`src/rtl/bcm_pkg.sv`:
```
// Types and constants shared by the cartridge mapper modules.
package bcm_pkg;

    // Item kinds on the command channel.
    typedef enum logic [1:0] {
        MODE_READ  = 2'd0,
        MODE_WRITE = 2'd1,
        MODE_TICK  = 2'd2
    } mode_t;

    // Bank select codes that map the external window onto RAM banks and clock registers.
    localparam logic [3:0] SEL_RAM_LAST = 4'h3;
    localparam logic [3:0] SEL_SECONDS  = 4'h8;
    localparam logic [3:0] SEL_MINUTES  = 4'h9;
    localparam logic [3:0] SEL_HOURS    = 4'hA;
    localparam logic [3:0] SEL_DAY_LOW  = 4'hB;
    localparam logic [3:0] SEL_DAY_HIGH = 4'hC;

    localparam logic [7:0] OPEN_BUS       = 8'hFF;
    localparam logic [3:0] RAM_ENABLE_KEY = 4'hA;
    localparam logic [7:0] MAX_SECONDS    = 8'd59;
    localparam logic [7:0] MAX_MINUTES    = 8'd59;
    localparam logic [7:0] MAX_HOURS      = 8'd23;

    // Bit positions in the high day register.
    localparam int DAY_MSB_BIT = 0;
    localparam int HALT_BIT    = 6;

    localparam int ROM_OFFSET_W = 14;
    localparam int RAM_OFFSET_W = 13;
    localparam int ROM_ADDR_W   = 21;

    // Command from the decoder to the clock block.
    typedef struct packed {
        logic       tick;
        logic       wr_en;
        logic [3:0] sel;
        logic [7:0] wdata;
        logic [7:0] cycles;
    } rtc_cmd_t;

endpackage

```
`src/rtl/bcm_rtc.sv`:
```
// Real-time clock: prescaler, subsecond counter and time-of-day cascade.
module bcm_rtc #(
    parameter int PRESCALE_DIVISOR    = 128,
    parameter int SUBTICKS_PER_SECOND = 32768
) (
    input  logic             clk,
    input  logic             rst_n,
    input  bcm_pkg::rtc_cmd_t cmd,
    output logic [7:0]       rdata
);
    import bcm_pkg::*;

    localparam int PW = (PRESCALE_DIVISOR > 1) ? $clog2(PRESCALE_DIVISOR) : 1;
    localparam int SW = (SUBTICKS_PER_SECOND > 1) ? $clog2(SUBTICKS_PER_SECOND) : 1;
    localparam logic [8:0]  DIV9    = 9'(PRESCALE_DIVISOR);
    localparam logic [SW:0] SUB_LIM = (SW + 1)'(SUBTICKS_PER_SECOND);

    typedef logic [7:0] mod_tbl_t [256];

    // Tick cycle counts reduced by the prescale divisor, built at elaboration.
    function automatic mod_tbl_t build_cyc_mod();
        mod_tbl_t t;
        for (int i = 0; i < 256; i++)
        begin
            t[i] = 8'(i % PRESCALE_DIVISOR);
        end
        return t;
    endfunction

    localparam mod_tbl_t CYC_MOD = build_cyc_mod();

    logic [PW-1:0] prescale_reg, prescale_next;
    logic [SW-1:0] sub_reg, sub_next;
    logic [7:0]    sec_reg, sec_next;
    logic [7:0]    min_reg, min_next;
    logic [7:0]    hr_reg, hr_next;
    logic [7:0]    day_lo_reg, day_lo_next;
    logic [7:0]    day_hi_reg, day_hi_next;

    logic [8:0]  pre_sum;
    logic [8:0]  pre_red;
    logic [8:0]  pre_rem;
    logic        sub_hit;
    logic [SW:0] sub_inc;
    logic        sec_hit;

    logic [7:0] sec_inc, min_cy, hr_cy;
    logic [7:0] sec_adv, min_adv, hr_adv, day_lo_adv, day_hi_adv;
    logic       day_roll;

    // Prescaler: the previous count stays below the divisor, so adding the
    // reduced cycle count needs only one compare and subtract.
    always_comb
    begin
        pre_sum = 9'(prescale_reg) + 9'(cmd.cycles);
        pre_red = 9'(prescale_reg) + 9'(CYC_MOD[cmd.cycles]);
        pre_rem = (pre_red >= DIV9) ? (pre_red - DIV9) : pre_red;
        sub_hit = (pre_sum >= DIV9);
        sub_inc = (SW + 1)'(sub_reg) + (SW + 1)'(1);
        sec_hit = (sub_inc >= SUB_LIM);
    end

    // One second of the time-of-day cascade; out-of-range values wrap.
    always_comb
    begin
        sec_inc = sec_reg + 8'd1;
        if (sec_inc > MAX_SECONDS)
        begin
            sec_adv = 8'd0;
            min_cy  = min_reg + 8'd1;
        end
        else
        begin
            sec_adv = sec_inc;
            min_cy  = min_reg;
        end
        if (min_cy > MAX_MINUTES)
        begin
            min_adv = 8'd0;
            hr_cy   = hr_reg + 8'd1;
        end
        else
        begin
            min_adv = min_cy;
            hr_cy   = hr_reg;
        end
        if (hr_cy > MAX_HOURS)
        begin
            hr_adv   = 8'd0;
            day_roll = 1'b1;
        end
        else
        begin
            hr_adv   = hr_cy;
            day_roll = 1'b0;
        end
        day_lo_adv = day_lo_reg;
        day_hi_adv = day_hi_reg;
        if (day_roll)
        begin
            if (day_lo_reg == 8'hFF)
            begin
                day_lo_adv = 8'd0;
                if (day_hi_reg[DAY_MSB_BIT])
                begin
                    // Day 511 rolls to 0 and sets the sticky carry.
                    day_hi_adv = {1'b1, day_hi_reg[6:1], 1'b0};
                end
                else
                begin
                    day_hi_adv = {day_hi_reg[7:1], 1'b1};
                end
            end
            else
            begin
                day_lo_adv = day_lo_reg + 8'd1;
            end
        end
    end

    // Next state: register writes, or a tick unless the clock is halted.
    always_comb
    begin
        prescale_next = prescale_reg;
        sub_next      = sub_reg;
        sec_next      = sec_reg;
        min_next      = min_reg;
        hr_next       = hr_reg;
        day_lo_next   = day_lo_reg;
        day_hi_next   = day_hi_reg;
        if (cmd.wr_en)
        begin
            case (cmd.sel)
                SEL_SECONDS:  sec_next    = cmd.wdata;
                SEL_MINUTES:  min_next    = cmd.wdata;
                SEL_HOURS:    hr_next     = cmd.wdata;
                SEL_DAY_LOW:  day_lo_next = cmd.wdata;
                SEL_DAY_HIGH: day_hi_next = cmd.wdata;
                default:      ;
            endcase
        end
        else if (cmd.tick && !day_hi_reg[HALT_BIT])
        begin
            if (sub_hit)
            begin
                prescale_next = PW'(pre_rem);
                sub_next      = sec_hit ? '0 : SW'(sub_inc);
                if (sec_hit)
                begin
                    sec_next    = sec_adv;
                    min_next    = min_adv;
                    hr_next     = hr_adv;
                    day_lo_next = day_lo_adv;
                    day_hi_next = day_hi_adv;
                end
            end
            else
            begin
                prescale_next = PW'(pre_sum);
            end
        end
    end

    // Clock state registers.
    always_ff @(posedge clk or negedge rst_n)
    begin
        if (!rst_n)
        begin
            prescale_reg <= '0;
            sub_reg      <= '0;
            sec_reg      <= '0;
            min_reg      <= '0;
            hr_reg       <= '0;
            day_lo_reg   <= '0;
            day_hi_reg   <= '0;
        end
        else
        begin
            prescale_reg <= prescale_next;
            sub_reg      <= sub_next;
            sec_reg      <= sec_next;
            min_reg      <= min_next;
            hr_reg       <= hr_next;
            day_lo_reg   <= day_lo_next;
            day_hi_reg   <= day_hi_next;
        end
    end

    // Register read for the current select.
    always_comb
    begin
        case (cmd.sel)
            SEL_SECONDS:  rdata = sec_reg;
            SEL_MINUTES:  rdata = min_reg;
            SEL_HOURS:    rdata = hr_reg;
            SEL_DAY_LOW:  rdata = day_lo_reg;
            SEL_DAY_HIGH: rdata = day_hi_reg;
            default:      rdata = OPEN_BUS;
        endcase
    end

endmodule

```
`config.mk`:
```
export PLATFORM = sky130hd
export DESIGN_NAME = bcm_rtc
export DESIGN_NICKNAME = d
export VERILOG_FILES = /design/src/rtl/bcm_pkg.sv /design/src/rtl/bcm_rtc.sv
export SDC_FILE = /design/constraint.sdc
export NUM_CORES = 1
export LEC_CHECK = 0
export ABC_CLOCK_PERIOD_IN_PS = 6500
export BUFFER_PORTS_ARGS = -buffer_cell sky130_fd_sc_hd__buf_2
export CORE_MARGIN = 2
export CORE_UTILIZATION = 60
export CTS_BUF_LIST = sky130_fd_sc_hd__clkbuf_8
export DETAILED_ROUTE_END_ITERATION = 10
export GPL_TIMING_DRIVEN = 0
export PLACE_DENSITY = 0.86
export RECOVER_POWER = 50
export SLEW_MARGIN = 20
export SYNTH_ARGS = -nofsm -noshare
export SYNTH_HDL_FRONTEND = slang
export SYNTH_SLANG_ARGS = --single-unit
```
`constraint.sdc`:
```
create_clock -name clk -period 6.5 [get_ports clk]
set_input_delay 1.625 -clock clk [delete_from_list [all_inputs] [get_ports clk]]
set_output_delay 1.625 -clock clk [all_outputs]
set_load 0.05 [all_outputs]
```
Word level (Yosys, flattened, before mapping). Memories as Yosys holds them, arrays and structs flattened. Cells that the tools add are included.

Flip-flop bits (word level): 62. Memory bits (read-only): 2048. Input port bits: 24. Logic and storage cells: 97. Memories: 1.

Add/subtract/negate cells: 8. Order comparisons: 7. Equal/unequal tests: 11. Muxes and demuxes: 42. Bitwise operators: 2. Reduce and logical (&&, ||, !) cells: 17.

Memory list: (no name shown) (depth 256, bits a word 8, rd ports 1, clocked after Yosys merged registers in 0, write ports 0, RTL line bcm_rtc.sv:56) `pre_red = 9'(prescale_reg) + 9'(CYC_MOD[cmd.cycles]);`.

Operators with widths (count): 8-bit two-way mux (37); 8-bit one-hot mux with 5 select lines (1); 8-bit by 1-bit adder with 8-bit output (second input constant) (4); 4-bit == test (second input constant) (5); 7-bit by 8-bit adder with 9-bit output (2); 9-bit by 8-bit greater-or-equal comparator with 1-bit output (second input constant) (2); 15-bit by 1-bit adder with 16-bit output (second input constant) (1); 16-bit greater-or-equal comparator (second input constant) (1); 8-bit by 6-bit greater-than comparator with 1-bit output (second input constant) (2); 15-bit two-way mux (1); 7-bit two-way mux (2); 4-bit AND reduction (3); 2-bit nonzero test (6); 2-bit by 1-bit != test with 1-bit output (second input constant) (5); 9-bit greater-or-equal comparator (second input constant) (1); 8-bit NOT with 9-bit output (1); 8-bit == test (second input constant) (1); 8-bit by 5-bit greater-than comparator with 1-bit output (second input constant) (1); 7-bit AND reduction (1); 7-bit by 1-bit subtractor with 7-bit output (second input constant) (1); 6-bit AND reduction (1); 5-bit AND reduction (1); 2-bit AND reduction (2); 3-bit AND reduction (1); other kinds (4) (4).

Logic depth before layout (Yosys ltp). Gate-level depths: netlist (run 1).

Depth in word-level cells: 12. Gate-level depth with buffers: 12. Mapped depth without buffers: 11.

Worst setup path after synthesis (run 1). OpenSTA, ideal clock, no wires.

Path kind: input port to output port. Start: input port cmd[16] (netlist bit). End: output port rdata[4]. Arrival: 3435 ps. Path slack: 1440 ps. Stages: 6. Cell sequence: clkbuf_1 clkbuf_1 mux2i_1 nor2_1 a21oi_1 o221ai_1.

Longest elaborated chain between the ends: 2. Elaborated cells on any way between the ends: 6.

Ends and longest elaborated chain: from (decl) (RTL line bcm_rtc.sv:8) `input bcm_pkg::rtc_cmd_t cmd,`; 4-bit == test (RTL line bcm_rtc.sv:192) `case (cmd.sel)`; 8-bit one-hot mux with 5 select lines * (RTL line bcm_rtc.sv:192); to (decl) (RTL line bcm_rtc.sv:9) `output logic [7:0] rdata`.

Every way passes the cells marked *; elsewhere a longest branch is shown, timed or not.

Worst setup path after layout (run 1).
Start: input port cmd[16] (netlist bit). End: output port rdata[5].

Same word-level chain as after synthesis.

==> flow_summary.json, run 1 <==
{
  "synthesis.nets": 531,
  "grt_max_degree": 63,
  "worst-setup-path-type": "in2out",
  "synth_edf_count": 0,
  "tightest_slew_ps": 3307,
  "cts_made_buffers": 9,
  "grt_pass1_wl_mm": 18.19,
  "fin_setup_tns_ps": 0,
  "place.port_buffers": 28,
  "gr-total-overflow": 0,
  "worstSetupEndpoint": "rdata[5]",
  "cts_setup_buffers": 0,
  "ys_seq_elements": 62,
  "slew_viol_final": 63,
  "yosysUniqueCellTypes": 64,
  "post-route-min-period_ps": 5216,
  "crit_arrival_ps": 3590,
  "yosys.area_share.simple_pct": 21.04,
  "path_cells": "clkbuf_1, clkbuf_1, mux2i_1, nor2_1, a21oi_1, o221ai_1, buf_2",
  "hold_viol": 0,
  "start_util_pct": 62.32,
  "via_per_inst": 6.434,
  "gp_congestion": 0.9672,
  "cts_tree": "done",
  "rr_worst_depth": 8,
  "r2r-start": "prescale_reg[5]$_DFFE_PN0P_",
  "io_pins": 32,
  "place_ws_ps": 1324,
  "cp_slowest_cell": "clkbuf_1",
  "hold_path.class": "reg2reg",
  "insertion_delay_ps": 350,
  "leakagePower_nw": 2.070,
  "failed_checks": "max-capacitance violations, max-slew violations",
  "synthAdderAreaFrac_pct": 4.314,
  "max_freq_mhz": 191.7,
  "synth-xor-area-share_pct": 3.310,
  "cp.required_ps": 4880,
  "start_kind": "primary input",
  "skew_ps": 11.50,
  "timing.final.ws_setup_ps": 1284,
  "postCtsHoldBufs": 0,
  "finalSetupViolCount": 0,
  "r2r_end": "min_reg[5]$_DFFE_PN0P_",
  "num_antenna_cells": 0,
  "drv_cap": 1,
  "largest_reg_flops": 15,
  "drive_above_1_share_pct": 13.04,
  "grt_pass1_vias": 3742,
  "cpPeakStageDelay_ps": 570,
  "maxSlewHeadroom_pct": -120.5,
  "grt_antenna_before_repair": 0,
  "synth.area.mux_share_pct": 4.019,
  "min_period_over_period_pct": 80.25,
  "cts_root_buffer": "clkbuf_8",
  "yosys_warnings": 0,
  "clk_pin_slew_ps": 70,
  "drtPass1Iterations": 5,
  "dieArea_um2": 7745,
  "synth.cell_area_um2": 4234,
  "crit_fanout": 10,
  "crit_top_cell": "clkbuf_1",
  "htree_num_levels": 3,
  "routed_wl_mm": 11.36,
  "synth_compound_area_share_pct": 25.80,
  "p_per_area_nw_per_um2": 309.8,
  "rsz0062_at_grt": "no",
  "synth_top_family_by_area": "compound AO/OA/AOI/OAI gates",
  "vias": 4073,
  "die_y_um": 88.01,
  "yosysTopAreaCell": "dfrtp_1",
  "drt_iter0_markers": 381,
  "synth_area_leaders": "dfrtp_1, nand2_1, o21ai_0, ha_1, a21oi_1",
  "seq_area_frac_synth_pct": 36.64,
  "synth_top_area_share_pct": 36.64,
  "grt_util_all_layers_pct": 30.59,
  "core_um2": 6794,
  "endpoint_kind": "primary output",
  "ir_drop_uv": 179.8,
  "die_x_um": 88.01,
  "crit_start": "cmd[16]",
  "synthCells": 493,
  "cts_sinks": 62,
  "r2r_slack_ps": 3340,
  "avgSynthCellArea_um2": 8.588,
  "synthTopCellsByCount": "dfrtp_1, nand2_1, nor2_1",
  "nNetsFinal": 570,
  "area_growth_syn_to_layout_pct": 11.14,
  "drc": 0,
  "drt-wirelength-per-cell_um": 17.94,
  "clock_path_buffers": 2,
  "synthArstFlopShare_pct": 100.0,
  "cts_resized": 0,
  "ant_nets": 0,
  "yosys_most_used_dff": "dfrtp_1",
  "place_hpwl_mm": 8.084,
  "yosysMostFrequentCell": "dfrtp_1",
  "rows": 30,
  "status": "complete, but fails checks"
}
[critical path: cells and delay by family]
family                 cells  cell delay [ps]
buffers and inverters      3             1250
muxes                      1              300
and+or+nand+nor            1               60
AOI/OAI and AO/OA          2              360
[worst min-delay path by stage]
stage / from / to / slack [ps] / depth (start not counted)
global placement: sub_reg[5]$_DFFE_PN0P_ / sub_reg[5]$_DFFE_PN0P_ / 460 / 1
finish: sub_reg[5]$_DFFE_PN0P_ / sub_reg[5]$_DFFE_PN0P_ / 490 / 1
floorplan: sub_reg[5]$_DFFE_PN0P_ / sub_reg[5]$_DFFE_PN0P_ / 450 / 1
detailed placement: sub_reg[5]$_DFFE_PN0P_ / sub_reg[5]$_DFFE_PN0P_ / 480 / 1
global route: sub_reg[13]$_DFFE_PN0P_ / sub_reg[13]$_DFFE_PN0P_ / 510 / 1
CTS: sub_reg[5]$_DFFE_PN0P_ / sub_reg[5]$_DFFE_PN0P_ / 490 / 1
[cell families after synthesis]
| group | Yosys count |
|---|---|
| buffers and inverters | 47 |
| AND/OR/NAND/NOR | 180 |
| adder cells (fa/ha/maj) | 14 |
| multiplexers | 16 |
| flip-flops | 62 |
| AO/OA/AOI/OAI | 158 |
| XOR/XNOR | 16 |
[cells in the final DEF, fill, tap and decap left out, drive strengths merged, types with 14 or more instances in the layout]
| master | netlist | final |
|---|---|---|
| a21oi | 31 | 31 |
| buf | 8 | 34 |
| clkbuf | 22 | 33 |
| dfrtp | 62 | 62 |
| inv | 17 | 18 |
| nand2 | 52 | 52 |
| nand3 | 27 | 27 |
| nand4 | 14 | 14 |
| nor2 | 38 | 38 |
| o21ai | 36 | 36 |
[area by class of cell]
type | instances | area (µm²)
Sequential cell | 62 | 1551
Timing Repair Buffer | 28 | 137.6
Multi-Input combinational cell | 384 | 2476
Inverter | 17 | 63.81
Fill cell | 527 | 2088
Buffer | 30 | 142.6
Clock inverter | 7 | 90.09
Clock buffer | 9 | 123.9
Tap cell | 96 | 120.1
[layer usage]
layer | vias up | share of wire (%) | global-route usage, %
met1 | 1900 | 42 | 41.72
met2 | 227 | 45 | 46.76
li1 | 1899 | - | -
met5 | - | 0 | 0
met3 | 47 | 8.5 | 5.561
met4 | 0 | 4.4 | 15.24
[report_power, final]
| part | total, W | internal, W | switching (W) | leakage, nW |
|---|---|---|---|---|
| Combinational | 0.000499 | 0.000211 | 0.000287 | 1.17 |
| Clock | 0.000372 | 0.000214 | 0.000158 | 0.110 |
| Sequential | 0.000587 | 0.000480 | 0.000107 | 0.786 |
| Total | 0.00146 | 0.000905 | 0.000552 | 2.07 |
[stage by stage]
stage / hold WS [ps] / instances / cell area [µm²] / power, W / utilization [%]
floorplan: 445.1 / 493 / 4234 / 0.0009462 / -
global placement: 460.6 / 617 / 4494 / 0.001051 / 66.15
detailed placement: 479.5 / 617 / 4497 / 0.001076 / 66.19
CTS: 492.6 / 633 / 4711 / 0.001450 / 69.34
global route: 505.4 / 633 / 4706 / 0.001549 / 69.26
finish: 490.4 / 633 / 4706 / 0.001458 / 69.26
Note: power is estimated with default switching activity, not from simulation.
==> run 2: changes to the inputs <==
- ABC_AREA: default -> 1
- ABC_CLOCK_PERIOD_IN_PS: 6500 -> 4700
- CORE_UTILIZATION: 60 -> 57
- PLACE_DENSITY: 0.86 -> 0.85
- clock period: 6.5 -> 4.7 ns (I/O delays scaled with it)
==> flow_summary.json, run 2 <==
{
  "status": "complete, but fails checks",
  "failed_checks": "max-capacitance violations, max-slew violations",
  "start_kind": "primary input",
  "p_switching_w": 0.0009494,
  "yosys_warnings": 0,
  "min_period_over_period_pct": 89.60,
  "io_pins": 32,
  "yosysUniqueCellTypes": 45,
  "grt_util_all_layers_pct": 27.10,
  "rsz0062_at_grt": "no",
  "clock_path_buffers": 2,
  "slew_viol_final": 63,
  "start_util_pct": 58.79,
  "yosys_most_used_dff": "dfrtp_1",
  "drive_above_1_share_pct": 13.91,
  "holdWs_ps": 490.2,
  "grt_antenna_before_repair": 0,
  "maxSlewHeadroom_pct": -3.714,
  "dieArea_um2": 8148,
  "area_growth_syn_to_layout_pct": 11.65,
  "tightest_slew_ps": 1556,
  "p_clk_share_pct": 22.9,
  "finalSetupViolCount": 0,
  "leakagePower_nw": 2.285,
  "hold_viol": 0,
  "final_common_cell": "nand2_1",
  "post-route-min-period_ps": 4211,
  "mostFrequentLayoutCells": "nand2_1, inv_1, dfrtp_1",
  "drt_iter0_markers": 506,
  "gp_congestion": 0.9514,
  "synthTopCellsByCount": "nand2_1, inv_1, dfrtp_1",
  "gr-total-overflow": 0,
  "via_per_inst": 5.786,
  "synth_top_area_share_pct": 36.58,
  "htree_num_levels": 3,
  "vias": 4108,
  "cts_resized": 0,
  "synth.cell_area_um2": 4242,
  "yosysMostFrequentCell": "nand2_1",
  "fin_setup_tns_ps": 0,
  "num_antenna_cells": 0,
  "cts_made_buffers": 9,
  "ir_drop_uv": 266.5,
  "largest_reg_flops": 15,
  "die_y_um": 90.27,
  "p_comb_share_pct": 39.8,
  "place.port_buffers": 31,
  "cts_sinks": 62,
  "synthCells": 564,
  "cts_root_buffer": "clkbuf_8",
  "yosysTopAreaCell": "dfrtp_1",
  "synth_area_leaders": "dfrtp_1, nand2_1, o21ai_0, inv_1, xor2_1",
  "crit_top_cell": "inv_1",
  "avgSynthCellArea_um2": 7.521,
  "fin_util_pct": 65.64,
  "synthesis.nets": 602,
  "max_freq_mhz": 237.5,
  "hold_path.class": "reg2reg",
  "seq_area_frac_synth_pct": 36.58,
  "endpoint_kind": "primary output",
  "fin_area_um2": 4736,
  "p_per_area_nw_per_um2": 480.6,
  "nNetsFinal": 644,
  "path_cells": "buf_2, inv_1, nor2_1, inv_1, nor3_1, inv_1, o22ai_1, a221oi_1, o211ai_1, buf_2",
  "synthArstFlopShare_pct": 100.0,
  "place_hpwl_mm": 7.769,
  "drtPass1Iterations": 7,
  "cts_setup_buffers": 0,
  "ys_seq_elements": 62,
  "grt_max_degree": 63,
  "routed_wl_mm": 10.66,
  "insertion_delay_ps": 350,
  "drt-wirelength-per-cell_um": 15.02,
  "drv_cap": 1,
  "drc": 0,
  "rows": 31,
  "internal_power_w": 0.001327,
  "swShare_pct": 41.71,
  "cts_tree": "done",
  "grt_pass1_wl_mm": 17.93,
  "cp_slowest_cell": "nor3_1",
  "placed_cell_area_um2": 4523,
  "core_um2": 7214,
  "cp.required_ps": 3520,
  "clk_pin_slew_ps": 70,
  "grt_pass1_vias": 3885,
  "worst-setup-path-type": "in2out",
  "crit_arrival_ps": 3040,
  "cpPeakStageDelay_ps": 400,
  "ant_nets": 0,
  "die_x_um": 90.27,
  "synth_edf_count": 0,
  "postCtsHoldBufs": 0,
  "p_seq_share_pct": 37.2,
  "num-fill-cells": 620,
  "skew_ps": 7.481,
  "crit_fanout": 5
}
==> run 2: cell types whose count changed after synthesis, moves of 11 or more <==
cell      before  now
xor2_1         5   22
a22o_1        11    0
clkbuf_1      22    4
nand2_1       52  134
o21ai_0       35   53
inv_1         17   63
==> run 2: layer usage <==
layer | global-route usage, % | share of wire [%]
met1 | 36.16 | 42
met2 | 42.73 | 46
met3 | 5.259 | 8.3
met4 | 12.82 | 3.5
met5 | 0 | 0
==> run 2: power by group through the flow <==
stage	Sequential [W]	Combinational (W)	Clock [W]
6_report	0.000848	0.000907	0.000521
5_1_grt	0.000864	0.00102	0.000550
4_1_cts	0.000840	0.000899	0.000522
3_5_place_dp	0.000848	0.000890	0
3_3_place_gp	0.000841	0.000857	0
2_1_floorplan	0.000805	0.000725	0
==> run 2: final timing paths <==
kind                                              from                     endpoint  slack, ps  depth (start not counted)
max                                            cmd[19]                     rdata[3]        490                         10
min                        prescale_reg[0]$_DFFE_PN0P_  prescale_reg[0]$_DFFE_PN0P_        490                          2
max reg2reg                prescale_reg[0]$_DFFE_PN0P_       sec_reg[0]$_DFFE_PN0P_       1550                         15
min reg2reg                prescale_reg[0]$_DFFE_PN0P_  prescale_reg[0]$_DFFE_PN0P_        490                          2
max in group asynchronous                        rst_n       min_reg[4]$_DFFE_PN0P_       2560                          1
min in group asynchronous                        rst_n  prescale_reg[5]$_DFFE_PN0P_       1210                          1
==> run 2: cell families (layout without fill, tap and decap cells) <==
family | after synthesis | count (layout) | synth area share [%]
adders and majority gates | 14 | 14 | 4.307
xor gates and xnor gates | 27 | 27 | 5.575
buffers and inverters | 79 | 126 | 7.581
and+or+nand+nor | 265 | 265 | 30.00
AOI/OAI and AO/OA | 117 | 117 | 15.96
DFF | 62 | 62 | 36.58
==> run 2: final cells by class <==
type / count / area [µm²] / area share (%)
clock inverter: 6 / 78.83 / 1.664
sequential: 62 / 1551 / 32.76
timing repair buffer: 31 / 153.9 / 3.250
inverter: 70 / 262.8 / 5.548
clock buffer: 10 / 137.6 / 2.906
tap: 99 / 123.9 / 2.616
multi-input combinational: 423 / 2369 / 50.01
buffer: 9 / 58.81 / 1.242
==> run 2: worst max-delay path: cells and delay by family <==
| family | cells | cell delay (ps) |
|---|---|---|
| compound gates | 3 | 490 |
| buf+inv | 5 | 730 |
| simple gates | 2 | 650 |
==> run 2: through the flow <==
step | power, W | instances | worst slack [ps]
floorplan | 0.001530 | 564 | 974.2
global placement | 0.001699 | 694 | 613.5
detailed placement | 0.001739 | 694 | 554.4
CTS | 0.002261 | 710 | 509.1
global route | 0.002436 | 710 | 236.7
finish | 0.002276 | 710 | 489.0
==> run 3: changes to the inputs <==
- ABC_AREA: 1 -> default
- CAP_MARGIN: default -> 20
==> flow_summary.json, run 3 (synthesis gave the netlist of run 1 again) <==
{
  "status": "complete, but fails checks",
  "failed_checks": "max-capacitance violations, max-slew violations",
  "r2r_end": "min_reg[1]$_DFFE_PN0P_",
  "placed_cell_area_um2": 4501,
  "hold_viol": 0,
  "start_kind": "primary input",
  "drtPass1Iterations": 6,
  "skew_ps": 5.207,
  "multi_input_area_um2": 2476,
  "grt_pass1_vias": 3820,
  "crit_start": "cmd[16]",
  "cts_resized": 0,
  "cts_setup_buffers": 0,
  "via_per_inst": 6.376,
  "final_cells": 636,
  "fin_setup_tns_ps": 0,
  "grt_antenna_before_repair": 0,
  "grt_max_degree": 63,
  "r2r-start": "prescale_reg[5]$_DFFE_PN0P_",
  "crit_arrival_ps": 3060,
  "cts_made_buffers": 9,
  "leakagePower_nw": 2.047,
  "core_um2": 7214,
  "mostFrequentLayoutCells": "dfrtp_1, nand2_1, nor2_1",
  "dieArea_um2": 8133,
  "drt_iter0_markers": 378,
  "cts_root_buffer": "clkbuf_8",
  "io_pins": 32,
  "p_per_area_nw_per_um2": 414.7,
  "crit_fanout": 10,
  "fin_area_um2": 4672,
  "clk_pin_slew_ps": 70,
  "finalSetupViolCount": 0,
  "min_period_over_period_pct": 90.12,
  "vias": 4055,
  "ant_nets": 0,
  "area.sequential_um2": 1551,
  "max_freq_mhz": 236.1,
  "tightest_slew_ps": 1576,
  "routed_wl_mm": 11.39,
  "gp_congestion": 0.9924,
  "largest_reg_flops": 15,
  "cp.required_ps": 3520,
  "drv_cap": 1,
  "grt_util_all_layers_pct": 28.88,
  "post-route-min-period_ps": 4236,
  "worstSetupEndpoint": "rdata[3]",
  "r2r_slack_ps": 1530,
  "drt-wirelength-per-cell_um": 17.91,
  "grt_pass1_wl_mm": 18.95,
  "slew_viol_final": 63,
  "drc": 0,
  "endpoint_kind": "primary output",
  "worst-setup-path-type": "in2out",
  "htree_num_levels": 3,
  "place_hpwl_mm": 8.110,
  "final_common_cell": "dfrtp_1",
  "rows": 31,
  "nNetsFinal": 570,
  "place.port_buffers": 28,
  "num-fill-cells": 634,
  "start_util_pct": 58.69,
  "num_antenna_cells": 0,
  "hold_path.class": "reg2reg",
  "postCtsHoldBufs": 0,
  "insertion_delay_ps": 350,
  "gr-total-overflow": 0,
  "cts_sinks": 62,
  "cts_tree": "done",
  "rr_worst_depth": 8,
  "dp_cells": 620,
  "area_growth_syn_to_layout_pct": 10.34,
  "die_y_um": 90.19,
  "drive_above_1_share_pct": 13.41,
  "die_x_um": 90.19,
  "clock_path_buffers": 2,
  "ir_drop_uv": 209.6,
  "rsz0062_at_grt": "no",
  "maxSlewHeadroom_pct": -5.060
}
[run 3: changes by cell type in the layout (fill, tap and decap cells not counted), sizes merged, moves of 9 or more]
cell and delta:
a22o +11, and3 +9, clkbuf +18, inv -54, nand2 -101, nand2b +9
nor2 -15, o21ai -27, xor2 -17
[run 3: power by group]
group          switching [W]  leakage (nW)  internal, W  total [W]
Sequential          0.000152         0.786     0.000664   0.000816
Combinational       0.000398          1.18     0.000293   0.000691
Clock               0.000228        0.0841     0.000203   0.000431
[run 3: critical path, stage by stage]
cell      delay [ps]
clkbuf_1         410
clkbuf_1         550
mux2i_1          160
nor2_1           150
a21oi_1           60
o221ai_1         240
buf_2            320
[run 3: how the worst min path moves through the flow]
stage / to / cells past startpoint / slack (ps) / startpoint
after floorplan: sub_reg[5]$_DFFE_PN0P_ / 1 / 450 / sub_reg[5]$_DFFE_PN0P_
after global placement: sub_reg[5]$_DFFE_PN0P_ / 1 / 460 / sub_reg[5]$_DFFE_PN0P_
after detailed placement: sub_reg[5]$_DFFE_PN0P_ / 1 / 470 / sub_reg[5]$_DFFE_PN0P_
after CTS: sub_reg[5]$_DFFE_PN0P_ / 1 / 480 / sub_reg[5]$_DFFE_PN0P_
after global routing: sub_reg[5]$_DFFE_PN0P_ / 1 / 490 / sub_reg[5]$_DFFE_PN0P_
final: sub_reg[13]$_DFFE_PN0P_ / 1 / 490 / sub_reg[13]$_DFFE_PN0P_
[run 3: area by class of cell]
type	instances	share of cell area, %
timing repair buffer	28	2.973
sequential	62	33.21
clock buffer	10	2.946
tap	99	2.651
buffer	30	3.053
clock inverter	6	0.8034
inverter	17	1.366
multi-input combinational	384	53.00
[run 3: metrics by stage]
stage	setup WS [ps]	hold slack, ps	power [W]	util (%)
after floorplan	539.6	445.1	0.001309	-
after global placement	573.6	460.7	0.001457	62.35
after detailed placement	532.8	467.4	0.001503	62.38
after CTS	527.1	479.8	0.001932	64.81
after global routing	385.7	487.9	0.002076	64.76
final	464.5	486.1	0.001938	64.76
[run 3: layer usage]
| metal | up-vias | GRT usage (%) | part of all wire, % |
|---|---|---|---|
| li1 | 1889 | - | - |
| met5 | - | 0 | 0 |
| met1 | 1950 | 40.17 | 44 |
| met2 | 186 | 46.30 | 47 |
| met4 | 0 | 10.26 | 2.7 |
| met3 | 30 | 4.107 | 7.0 |
